## config.mk

```make
export PLATFORM = sky130hd
export DESIGN_NAME = neighbor_delay_and_period_offset_table_core
export DESIGN_NICKNAME = d
export VERILOG_FILES = /design/src/rtl/ndpot_pkg.sv /design/src/rtl/ndpot_ram.sv /design/src/rtl/ndpot_div.sv /design/src/rtl/neighbor_delay_and_period_offset_table_core.sv
export SDC_FILE = /design/constraint.sdc
export NUM_CORES = 2
export LEC_CHECK = 0
export CAP_MARGIN = 20
export CORE_MARGIN = 8
export CORE_UTILIZATION = 65
export DETAILED_ROUTE_END_ITERATION = 6
export DONT_BUFFER_PORTS = 1
export PLACE_DENSITY = 0.81
export SYNTH_ARGS = -nofsm -noshare
export SYNTH_HDL_FRONTEND = slang
export SYNTH_SLANG_ARGS = --single-unit
```

## constraint.sdc

```tcl
create_clock -name clk -period 15.7 [get_ports clk]
set_input_delay 3.925 -clock clk [delete_from_list [all_inputs] [get_ports clk]]
set_output_delay 3.925 -clock clk [all_outputs]
set_load 0.005 [all_outputs]
```

## src/rtl/ndpot_pkg.sv

```systemverilog
// package for the neighbor delay and period offset table
// widths, status codes and state machine type; no dependencies
`timescale 1ns / 1ps
package ndpot_pkg;
    localparam int unsigned DEFAULT_TABLE_DEPTH = 16;
    localparam int unsigned TICK_W = 32;
    localparam int unsigned NBR_W = 16;
    localparam int unsigned SUM_W = 50;
    localparam int unsigned CNT_W = 16;
    localparam int unsigned AVG_W = 34;
    localparam int unsigned OFF_W = 36;
    localparam int unsigned STATUS_W = 3;
    localparam int unsigned IDX_W = 4;
    localparam int unsigned CFG_ADDR_W = 1;
    localparam logic [CNT_W-1:0] MAX_SAMPLES = '1;

    localparam logic [CFG_ADDR_W-1:0] CFG_NEXT_PERIOD = 1'd0;
    localparam logic [CFG_ADDR_W-1:0] CFG_CYCLE_START = 1'd1;

    typedef enum logic [STATUS_W-1:0] {
        ST_DELAY_UPD   = 3'd0,
        ST_DELAY_INS   = 3'd1,
        ST_DELAY_FULL  = 3'd2,
        ST_UNKNOWN     = 3'd3,
        ST_OFFSET_UPD  = 3'd4,
        ST_OFFSET_INS  = 3'd5,
        ST_OFFSET_FULL = 3'd6
    } status_t;

    typedef enum logic [2:0] {
        S_IDLE,
        S_DSCAN,
        S_DIV,
        S_OSCAN,
        S_WRITE,
        S_DONE
    } state_t;
endpackage

```

## src/rtl/ndpot_ram.sv

```systemverilog
// generic single-port write, single-port read ram with registered read
// no dependencies
`timescale 1ns / 1ps
module ndpot_ram #(
    parameter int unsigned WIDTH = 8,
    parameter int unsigned DEPTH = 16
) (
    input  logic                     clk,
    input  logic                     we,
    input  logic [$clog2(DEPTH)-1:0] waddr,
    input  logic [WIDTH-1:0]         wdata,
    input  logic [$clog2(DEPTH)-1:0] raddr,
    output logic [WIDTH-1:0]         rdata
);
    logic [WIDTH-1:0] mem [DEPTH];

    always_ff @(posedge clk)
    begin
        if (we)
        begin
            mem[waddr] <= wdata;
        end
        rdata <= mem[raddr];
    end
endmodule

```

## src/rtl/ndpot_div.sv

```systemverilog
// restoring signed divider, one quotient bit per cycle, truncates toward zero
// uses ndpot_pkg
`timescale 1ns / 1ps
module ndpot_div
(
    input  logic                              clk,
    input  logic                              rst_n,
    input  logic                              go,
    input  logic signed [ndpot_pkg::SUM_W-1:0] dividend,
    input  logic [ndpot_pkg::CNT_W-1:0]        divisor,
    output logic                              done,
    output logic signed [ndpot_pkg::AVG_W-1:0] quotient
);
    import ndpot_pkg::*;

    localparam int unsigned STEP_W = $clog2(SUM_W + 1);

    logic [SUM_W-1:0]  q_reg, q_next;
    logic [CNT_W:0]    r_reg, r_next;
    logic [CNT_W-1:0]  d_reg, d_next;
    logic              neg_reg, neg_next;
    logic [STEP_W-1:0] step_reg, step_next;
    logic              busy_reg, busy_next;
    logic [CNT_W:0]    trial;
    logic [SUM_W-1:0]  q_signed;

    always_comb
    begin
        q_next = q_reg;
        r_next = r_reg;
        d_next = d_reg;
        neg_next = neg_reg;
        step_next = step_reg;
        busy_next = busy_reg;
        trial = {r_reg[CNT_W-1:0], q_reg[SUM_W-1]};
        done = 1'b0;
        if (go)
        begin
            neg_next = dividend[SUM_W-1];
            q_next = dividend[SUM_W-1] ? SUM_W'(-dividend) : dividend;
            r_next = '0;
            d_next = divisor;
            step_next = STEP_W'(SUM_W);
            busy_next = 1'b1;
        end
        else if (busy_reg)
        begin
            // shift in the next dividend bit, subtract when it fits
            if (trial >= {1'b0, d_reg})
            begin
                r_next = trial - {1'b0, d_reg};
                q_next = {q_reg[SUM_W-2:0], 1'b1};
            end
            else
            begin
                r_next = trial;
                q_next = {q_reg[SUM_W-2:0], 1'b0};
            end
            step_next = step_reg - 1'b1;
            if (step_reg == STEP_W'(1))
            begin
                busy_next = 1'b0;
                done = 1'b1;
            end
        end
    end

    assign q_signed = neg_reg ? SUM_W'(-q_next) : q_next;
    assign quotient = q_signed[AVG_W-1:0];

    always_ff @(posedge clk or negedge rst_n)
    begin
        if (!rst_n)
        begin
            busy_reg <= 1'b0;
            step_reg <= '0;
        end
        else
        begin
            busy_reg <= busy_next;
            step_reg <= step_next;
        end
    end

    always_ff @(posedge clk)
    begin
        q_reg <= q_next;
        r_reg <= r_next;
        d_reg <= d_next;
        neg_reg <= neg_next;
    end
endmodule

```

## src/rtl/neighbor_delay_and_period_offset_table_core.sv

```systemverilog
// neighbor delay and period offset table top level; uses ndpot_pkg, ndpot_ram, ndpot_div
// an unknown neighbor, a full delay table or a saturated count ends after the delay scan
// with no write; a delay insert writes the delay table; a delay update runs the serial
// divider before its write; a sync item scans the offset table too and writes it unless it
// is new and that table is full; one item at a time, busy until the strobe; no receiver stall
// reset clears valid bits, fill counts and configuration; memories are not cleared
`timescale 1ns / 1ps
module neighbor_delay_and_period_offset_table_core #(
    parameter int unsigned TABLE_DEPTH = ndpot_pkg::DEFAULT_TABLE_DEPTH
) (
    input  logic                                 clk,
    input  logic                                 rst_n,
    input  logic                                 cfg_we,
    input  logic [ndpot_pkg::CFG_ADDR_W-1:0]     cfg_index,
    input  logic [ndpot_pkg::TICK_W-1:0]         cfg_data,
    input  logic                                 start,
    output logic                                 busy,
    input  logic                                 kind,
    input  logic [ndpot_pkg::NBR_W-1:0]          sender,
    input  logic [ndpot_pkg::TICK_W-1:0]         echo_send_tick,
    input  logic [ndpot_pkg::TICK_W-1:0]         remote_arrival_tick,
    input  logic [ndpot_pkg::TICK_W-1:0]         remote_send_tick,
    input  logic [ndpot_pkg::TICK_W-1:0]         now_tick,
    input  logic signed [ndpot_pkg::TICK_W-1:0]  announced_interval,
    input  logic [ndpot_pkg::TICK_W-1:0]         announced_duration,
    output logic                                 result_valid,
    output logic [ndpot_pkg::STATUS_W-1:0]       status,
    output logic [ndpot_pkg::IDX_W-1:0]          entry_index,
    output logic signed [ndpot_pkg::AVG_W-1:0]   average_delay_half_ticks,
    output logic [ndpot_pkg::CNT_W-1:0]          sample_count,
    output logic signed [ndpot_pkg::OFF_W-1:0]   period_offset_half_ticks
);
    import ndpot_pkg::*;

    localparam int unsigned AW = $clog2(TABLE_DEPTH);
    localparam int unsigned FW = $clog2(TABLE_DEPTH + 1);
    localparam int unsigned DW = NBR_W + SUM_W + CNT_W + AVG_W;
    localparam int unsigned OW = NBR_W + OFF_W + TICK_W;

    state_t state_reg, state_next;

    logic [TICK_W-1:0] next_period_reg, cycle_start_reg;
    logic [TABLE_DEPTH-1:0] dvalid_reg, ovalid_reg;
    logic [FW-1:0] dfill_reg, ofill_reg;

    // captured item
    logic              kind_reg;
    logic [NBR_W-1:0]  who_reg;
    logic signed [SUM_W-1:0] rt_reg;
    logic signed [OFF_W-1:0] base_reg;
    logic [TICK_W-1:0] dur_reg;

    // scan control
    logic [FW-1:0] scan_reg, scan_next;
    logic          rd_pend_reg;
    logic [AW-1:0] rd_idx_reg;
    logic          found_reg, found_next;
    logic [AW-1:0] hit_reg, hit_next;
    logic [DW-1:0] dhit_reg;

    // result fields
    logic [STATUS_W-1:0]     st_reg;
    logic [IDX_W-1:0]        idx_reg;
    logic signed [AVG_W-1:0] avg_reg;
    logic [CNT_W-1:0]        cnt_reg;
    logic signed [OFF_W-1:0] off_reg;
    logic signed [SUM_W-1:0] sum_reg;
    logic                    wr_d_reg, wr_o_reg;
    logic [AW-1:0]           wslot_reg;

    // memories
    logic          d_we, o_we;
    logic [AW-1:0] d_raddr, o_raddr;
    logic [DW-1:0] d_wdata, d_rdata;
    logic [OW-1:0] o_wdata, o_rdata;

    logic                    div_go, div_done;
    logic signed [AVG_W-1:0] div_q;
    logic                    div_go_reg;

    logic [NBR_W-1:0]        d_rnbr, o_rnbr;
    logic signed [SUM_W-1:0] hit_sum;
    logic [CNT_W-1:0]        hit_cnt;
    logic signed [AVG_W-1:0] hit_avg;
    logic                    accept;
    logic                    rd_match;
    logic [TABLE_DEPTH-1:0]  cur_valid;
    logic                    scan_end;

    assign accept = start && !busy;
    assign busy = (state_reg != S_IDLE);
    assign d_rnbr = d_rdata[DW-1 -: NBR_W];
    assign o_rnbr = o_rdata[OW-1 -: NBR_W];
    assign hit_sum = dhit_reg[SUM_W+CNT_W+AVG_W-1 -: SUM_W];
    assign hit_cnt = dhit_reg[CNT_W+AVG_W-1 -: CNT_W];
    assign hit_avg = dhit_reg[AVG_W-1:0];
    assign cur_valid = (state_reg == S_OSCAN) ? ovalid_reg : dvalid_reg;
    assign rd_match = rd_pend_reg && cur_valid[rd_idx_reg] &&
                      (((state_reg == S_OSCAN) ? o_rnbr : d_rnbr) == who_reg);

    ndpot_ram #(.WIDTH(DW), .DEPTH(TABLE_DEPTH)) u_dram (
        .clk(clk), .we(d_we), .waddr(wslot_reg), .wdata(d_wdata),
        .raddr(d_raddr), .rdata(d_rdata)
    );
    ndpot_ram #(.WIDTH(OW), .DEPTH(TABLE_DEPTH)) u_oram (
        .clk(clk), .we(o_we), .waddr(wslot_reg), .wdata(o_wdata),
        .raddr(o_raddr), .rdata(o_rdata)
    );
    ndpot_div u_div (
        .clk(clk), .rst_n(rst_n), .go(div_go), .dividend(sum_reg),
        .divisor(cnt_reg), .done(div_done), .quotient(div_q)
    );

    assign d_raddr = scan_reg[AW-1:0];
    assign o_raddr = scan_reg[AW-1:0];
    assign d_we = (state_reg == S_WRITE) && wr_d_reg;
    assign o_we = (state_reg == S_WRITE) && wr_o_reg;
    assign d_wdata = {who_reg, sum_reg, cnt_reg, avg_reg};
    assign o_wdata = {who_reg, off_reg, dur_reg};
    // divider go is the registered launch flag, raised on entry to S_DIV, once sum and count are registered
    assign div_go = div_go_reg;

    assign scan_end = (scan_reg == FW'(TABLE_DEPTH)) && !rd_pend_reg;

    // scan bookkeeping
    always_comb
    begin
        scan_next = scan_reg;
        found_next = found_reg;
        hit_next = hit_reg;
        if (accept)
        begin
            scan_next = '0;
            found_next = 1'b0;
        end
        else if (state_reg == S_DSCAN || state_reg == S_OSCAN)
        begin
            if (rd_match && !found_reg)
            begin
                found_next = 1'b1;
                hit_next = rd_idx_reg;
            end
            if (scan_reg < FW'(TABLE_DEPTH))
            begin
                scan_next = scan_reg + 1'b1;
            end
            // sync item with a known neighbor goes on to the offset table
            if (state_reg == S_DSCAN && scan_end && kind_reg && found_reg)
            begin
                scan_next = '0;
                found_next = 1'b0;
            end
        end
    end

    // next state
    always_comb
    begin
        state_next = state_reg;
        case (state_reg)
            S_IDLE:
            begin
                if (accept)
                begin
                    state_next = S_DSCAN;
                end
            end
            S_DSCAN:
            begin
                if (scan_end)
                begin
                    if (kind_reg)
                    begin
                        state_next = found_reg ? S_OSCAN : S_DONE;
                    end
                    else if (found_reg)
                    begin
                        state_next = (hit_cnt != MAX_SAMPLES) ? S_DIV : S_DONE;
                    end
                    else
                    begin
                        state_next = (dfill_reg >= FW'(TABLE_DEPTH)) ? S_DONE : S_WRITE;
                    end
                end
            end
            S_DIV:
            begin
                if (div_done)
                begin
                    state_next = S_WRITE;
                end
            end
            S_OSCAN:
            begin
                if (scan_end)
                begin
                    state_next = (found_reg || ofill_reg < FW'(TABLE_DEPTH)) ? S_WRITE : S_DONE;
                end
            end
            S_WRITE: state_next = S_DONE;
            S_DONE:  state_next = S_IDLE;
            default: state_next = S_IDLE;
        endcase
    end

    // outputs
    always_comb
    begin
        result_valid = (state_reg == S_DONE);
        status = st_reg;
        entry_index = idx_reg;
        average_delay_half_ticks = avg_reg;
        sample_count = cnt_reg;
        period_offset_half_ticks = off_reg;
    end

    always_ff @(posedge clk or negedge rst_n)
    begin
        if (!rst_n)
        begin
            state_reg <= S_IDLE;
            next_period_reg <= '0;
            cycle_start_reg <= '0;
            dvalid_reg <= '0;
            ovalid_reg <= '0;
            dfill_reg <= '0;
            ofill_reg <= '0;
            scan_reg <= '0;
            rd_pend_reg <= 1'b0;
            found_reg <= 1'b0;
        end
        else
        begin
            state_reg <= state_next;
            if (cfg_we && cfg_index == CFG_NEXT_PERIOD)
            begin
                next_period_reg <= cfg_data;
            end
            if (cfg_we && cfg_index == CFG_CYCLE_START)
            begin
                cycle_start_reg <= cfg_data;
            end
            scan_reg <= scan_next;
            found_reg <= found_next;
            rd_pend_reg <= (state_reg == S_DSCAN || state_reg == S_OSCAN) &&
                           (scan_reg < FW'(TABLE_DEPTH));
            if (d_we && !found_reg)
            begin
                dvalid_reg[wslot_reg] <= 1'b1;
                dfill_reg <= dfill_reg + 1'b1;
            end
            if (o_we && !found_reg)
            begin
                ovalid_reg[wslot_reg] <= 1'b1;
                ofill_reg <= ofill_reg + 1'b1;
            end
        end
    end

    logic signed [SUM_W-1:0] t4s, t1s, t3s, t2s;
    logic signed [OFF_W-1:0] el, rem;
    assign t1s = SUM_W'(echo_send_tick);
    assign t2s = SUM_W'(remote_arrival_tick);
    assign t3s = SUM_W'(remote_send_tick);
    assign t4s = SUM_W'(now_tick);
    assign el = OFF_W'(now_tick) - OFF_W'(cycle_start_reg);
    assign rem = OFF_W'(next_period_reg) - el;

    always_ff @(posedge clk)
    begin
        rd_idx_reg <= scan_reg[AW-1:0];
        hit_reg <= hit_next;
        if (rd_match && !found_reg)
        begin
            dhit_reg <= d_rdata;
        end
        if (accept)
        begin
            kind_reg <= kind;
            who_reg <= sender;
            rt_reg <= (t4s - t1s) - (t3s - t2s);
            base_reg <= (OFF_W'(announced_interval) <<< 1) - (rem <<< 1);
            dur_reg <= announced_duration;
            st_reg <= ST_DELAY_FULL;
            idx_reg <= '0;
            avg_reg <= '0;
            cnt_reg <= '0;
            off_reg <= '0;
            wr_d_reg <= 1'b0;
            wr_o_reg <= 1'b0;
        end
        if (state_reg == S_DSCAN && scan_end)
        begin
            if (kind_reg)
            begin
                if (found_reg)
                begin
                    avg_reg <= hit_avg;
                    cnt_reg <= hit_cnt;
                    off_reg <= base_reg - OFF_W'(hit_avg);
                end
                else
                begin
                    st_reg <= ST_UNKNOWN;
                end
            end
            else if (found_reg)
            begin
                st_reg <= ST_DELAY_UPD;
                idx_reg <= IDX_W'(hit_reg);
                wslot_reg <= hit_reg;
                wr_d_reg <= 1'b1;
                sum_reg <= hit_sum + rt_reg;
                cnt_reg <= (hit_cnt != MAX_SAMPLES) ? hit_cnt + 1'b1 : hit_cnt;
                avg_reg <= hit_avg;
            end
            else if (dfill_reg < FW'(TABLE_DEPTH))
            begin
                st_reg <= ST_DELAY_INS;
                idx_reg <= IDX_W'(dfill_reg);
                wslot_reg <= dfill_reg[AW-1:0];
                wr_d_reg <= 1'b1;
                sum_reg <= rt_reg;
                cnt_reg <= CNT_W'(1);
                avg_reg <= rt_reg[AVG_W-1:0];
            end
        end
        if (state_reg == S_DIV && div_done)
        begin
            avg_reg <= div_q;
        end
        if (state_reg == S_OSCAN && scan_end)
        begin
            if (found_reg)
            begin
                st_reg <= ST_OFFSET_UPD;
                idx_reg <= IDX_W'(hit_reg);
                wslot_reg <= hit_reg;
                wr_o_reg <= 1'b1;
            end
            else if (ofill_reg < FW'(TABLE_DEPTH))
            begin
                st_reg <= ST_OFFSET_INS;
                idx_reg <= IDX_W'(ofill_reg);
                wslot_reg <= ofill_reg[AW-1:0];
                wr_o_reg <= 1'b1;
            end
            else
            begin
                st_reg <= ST_OFFSET_FULL;
            end
        end
    end

    // divider launch when the delay scan of a delay item ends on an unsaturated hit
    logic div_launch;
    assign div_launch = (state_reg == S_DSCAN) && (state_next == S_DIV);
    always_ff @(posedge clk or negedge rst_n)
    begin
        if (!rst_n)
        begin
            div_go_reg <= 1'b0;
        end
        else
        begin
            div_go_reg <= div_launch;
        end
    end
endmodule

```

==> flow_summary.ini <==
[cts]
post-cts-setup-buffers = 0
cts_sinks = 2794
cts_resized = 0
htreeDepth = 5
cts_tree = built
cts_buffer_depth = 4
insertion_delay_ps = 950
clk_pin_slew_ps = 60
cts_buffers = 289
cts_root_buf = clkbuf_16
hold_buffers = 0

[job]
maxCapViolations = 0

[detailed_routing]
wl_met3_um = 32200
routedWlPerCell_um = 32.9
top_layer_used = met5
drc = 1
drtPass1Iterations = 7
drt-total-wl_um = 321000
wl_met2_um = 157000
wl_met1_um = 112000
drtIter0Drc = 9416
routed_via_density = 6.99
route.vias.total = 68100
postRouteAntennaNets = 0

[synthesis]
synth_ff_type = edfxtp_1
syn_avg_cell_area_um2 = 17.0
synth_area_leaders = edfxtp_1 (60%), mux4_2 (13%), dfxtp_1 (4.8%)
synth-edff-count = 2385
yosysTopAreaCell = edfxtp_1
synth_nets = 7576
ys_seq_area_frac = 0.676
syn_inst = 7018
synth-seq-cells = 2794
ys_async_sr_fraction = 0.0444
yosys_warnings = 0
netlist.area_leader.share = 0.602
synth_cell_types = 86
syn_area_mm2 = 0.119

[worst_setup_path]
crit_family = compound AO/OA/AOI/OAI gates
start_kind = primary input
cp_data_required_time_ps = 16340
cpMostUsedCell = a21oi_1
r2r_slack_ps = 8100
worstPathArrival_ps = 11120
end_kind = flop
crit_path_max_fanout = 5
cp_num_buf_inv = 1
criticalPathCategory = in -> reg
crit_slowest_cell = or4b_2
slowest_delay_ps = 620

[power]
ir_drop_mv = 0.180
power.density_mw_per_mm2 = 161
combPwrFrac = 0.247
switchingPower_mw = 5.90
pwr-share-clk = 0.326
swShare = 0.280
power.leakage_nw = 45.4
p_seq_frac = 0.427
internal_power_mw = 15.2

[placement]
dp.cells = 9217
pre_cts_slack_ps = 4370
io_buffer_count = 0
place_congestion = 0.926
detailed_place_hpwl_um = 179000

[run_status]
violations = design-rule violations
status = finished, violations left

[floorplanning]
core-area_mm2 = 0.182
core.rowCount = 157
io_pins = 341
initial_core_util = 0.652
dieArea_mm2 = 0.197
die_x_um = 444
dieHeight_um = 444

[timing]
period_minus_slack_ps = 10480
rsz0062_at_grt = false
report.final.slew_viol_count = 0
relSlewSlack = 0.211
hold_viol_final = 0
worst_pin_slew_ps = 1180
finalCritPeriodShare = 0.667
final.setup_skew_ps = 75.2
setup_viol = 0
max_clock_freq_ghz = 0.0954
finalWorstSetupSlack_ps = 5220
fin_tns_setup_ps = 0

[finish]
biggestRegsByFlops = u_dram.mem: 1856 flops, u_oram.mem: 256 flops, u_dram.rdata: 116 flops
nets = 7685
fin_cells = 9734
largest_reg_flops = 1856
drive_gt1_frac = 0.189
regMostFlops = u_dram.mem
syn2layout_area_growth_pct = 10.2

[global_routing]
grt_pass1_wl_um = 465000
grt_pass1_vias = 69100
grt_start_max_net_pins = 152
grt_usage = 0.320
antenna_found_initial = 7
grt_overflow = 0

[hold_path]
hold_path.class = reg -> reg
final cells by class:
| class | count | area, um2 |
|---|---|---|
| clock inverter | 126 | 1280 |
| clock buffer | 381 | 8000 |
| inverter | 258 | 971 |
| antenna | 6 | 15.0 |
| tap | 2385 | 2980 |
| fill | 10300 | 51300 |
| timing repair buffer | 138 | 1180 |
| multi-input combinational | 3646 | 36300 |
| sequential | 2794 | 80500 |
worst paths after layout:
path | start | end | depth (start not counted)
max | now_tick[0] | base_reg[33]$_DFFE_PP_ | 30
min | u_dram.rdata[27]$_DFF_P_ | dhit_reg[27]$_DFFE_PP_ | 0
max reg2reg | cycle_start_reg[0]$_DFFE_PN0P_ | base_reg[33]$_DFFE_PP_ | 29
min reg2reg | u_dram.rdata[27]$_DFF_P_ | dhit_reg[27]$_DFFE_PP_ | 0
max in group asynchronous | rst_n | dvalid_reg[9]$_DFFE_PN0P_ | 0
min in group asynchronous | rst_n | cycle_start_reg[8]$_DFFE_PN0P_ | 0
synth_stat cells (all sizes together) (15+ instances only):
master  number
edfxtp    2385
and3        28
a311oi      39
o211ai      15
ha         303
o21bai      66
mux2i       59
nor3b       15
a21oi      325
nand4       39
and2        21
or3         22
nor2b       65
a21o       159
o41ai       18
nand3      107
dfxtp      285
buf        132
or4         15
or2         22
nand2      261
o31ai       42
o21ai      227
dfrtp      124
mux2        80
clkbuf     186
xnor2      198
o21a        42
nand2b      52
inv        257
mux4       670
xor2       160
nor3        44
a211oi      61
a31oi       36
nor2       272
nor4        18
cells by family after synthesis:
kind of cell / after synthesis / synth area share
AO/OA/AOI/OAI: 1151 / 0.0630
AND/OR/NAND/NOR: 1016 / 0.0417
adder cells (fa/ha/maj): 312 / 0.0334
flip-flops: 2794 / 0.676
multiplexers: 809 / 0.139
XOR/XNOR: 358 / 0.0263
buffers and inverters: 578 / 0.0206
layer usage:
layer | up-vias | track usage
met1 | 34300 | 0.403
met3 | 957 | 0.0630
met2 | 4772 | 0.530
met4 | 2 | 0.169
li1 | 28000 | -
met5 | - | 0
power groups by stage:
stage | clock, mW | combinational, mW | sequential (mW)
2_1_floorplan | 0 | 4.13 | 8.86
3_3_place_gp | 0 | 4.99 | 9.12
3_5_place_dp | 0 | 5.08 | 9.14
4_1_cts | 6.91 | 5.24 | 8.99
5_1_grt | 7.16 | 5.62 | 9.02
6_report | 6.86 | 5.21 | 9.00
stage by stage:
stage          power [mW]  utilization  area, um2  hold slack [ps]
2_1_floorplan        13.0            -     119000              345
3_3_place_gp         14.1        0.667     122000              385
3_5_place_dp         14.2        0.668     122000              389
4_1_cts              21.1        0.719     131000              402
5_1_grt              21.8        0.719     131000              403
6_report             21.1        0.719     131000              402
placed cells by master (no fill, tap or decap), types with 222 or more instances in the layout:
cell	count
ha_1	303
mux4_2	670
dfxtp_1	285
edfxtp_1	2385
nor2_1	255
clkbuf_16	299
o21ai_0	222
a21oi_1	325
nand2_1	260
inv_1	255
Power figures use the tool's default switching activity.
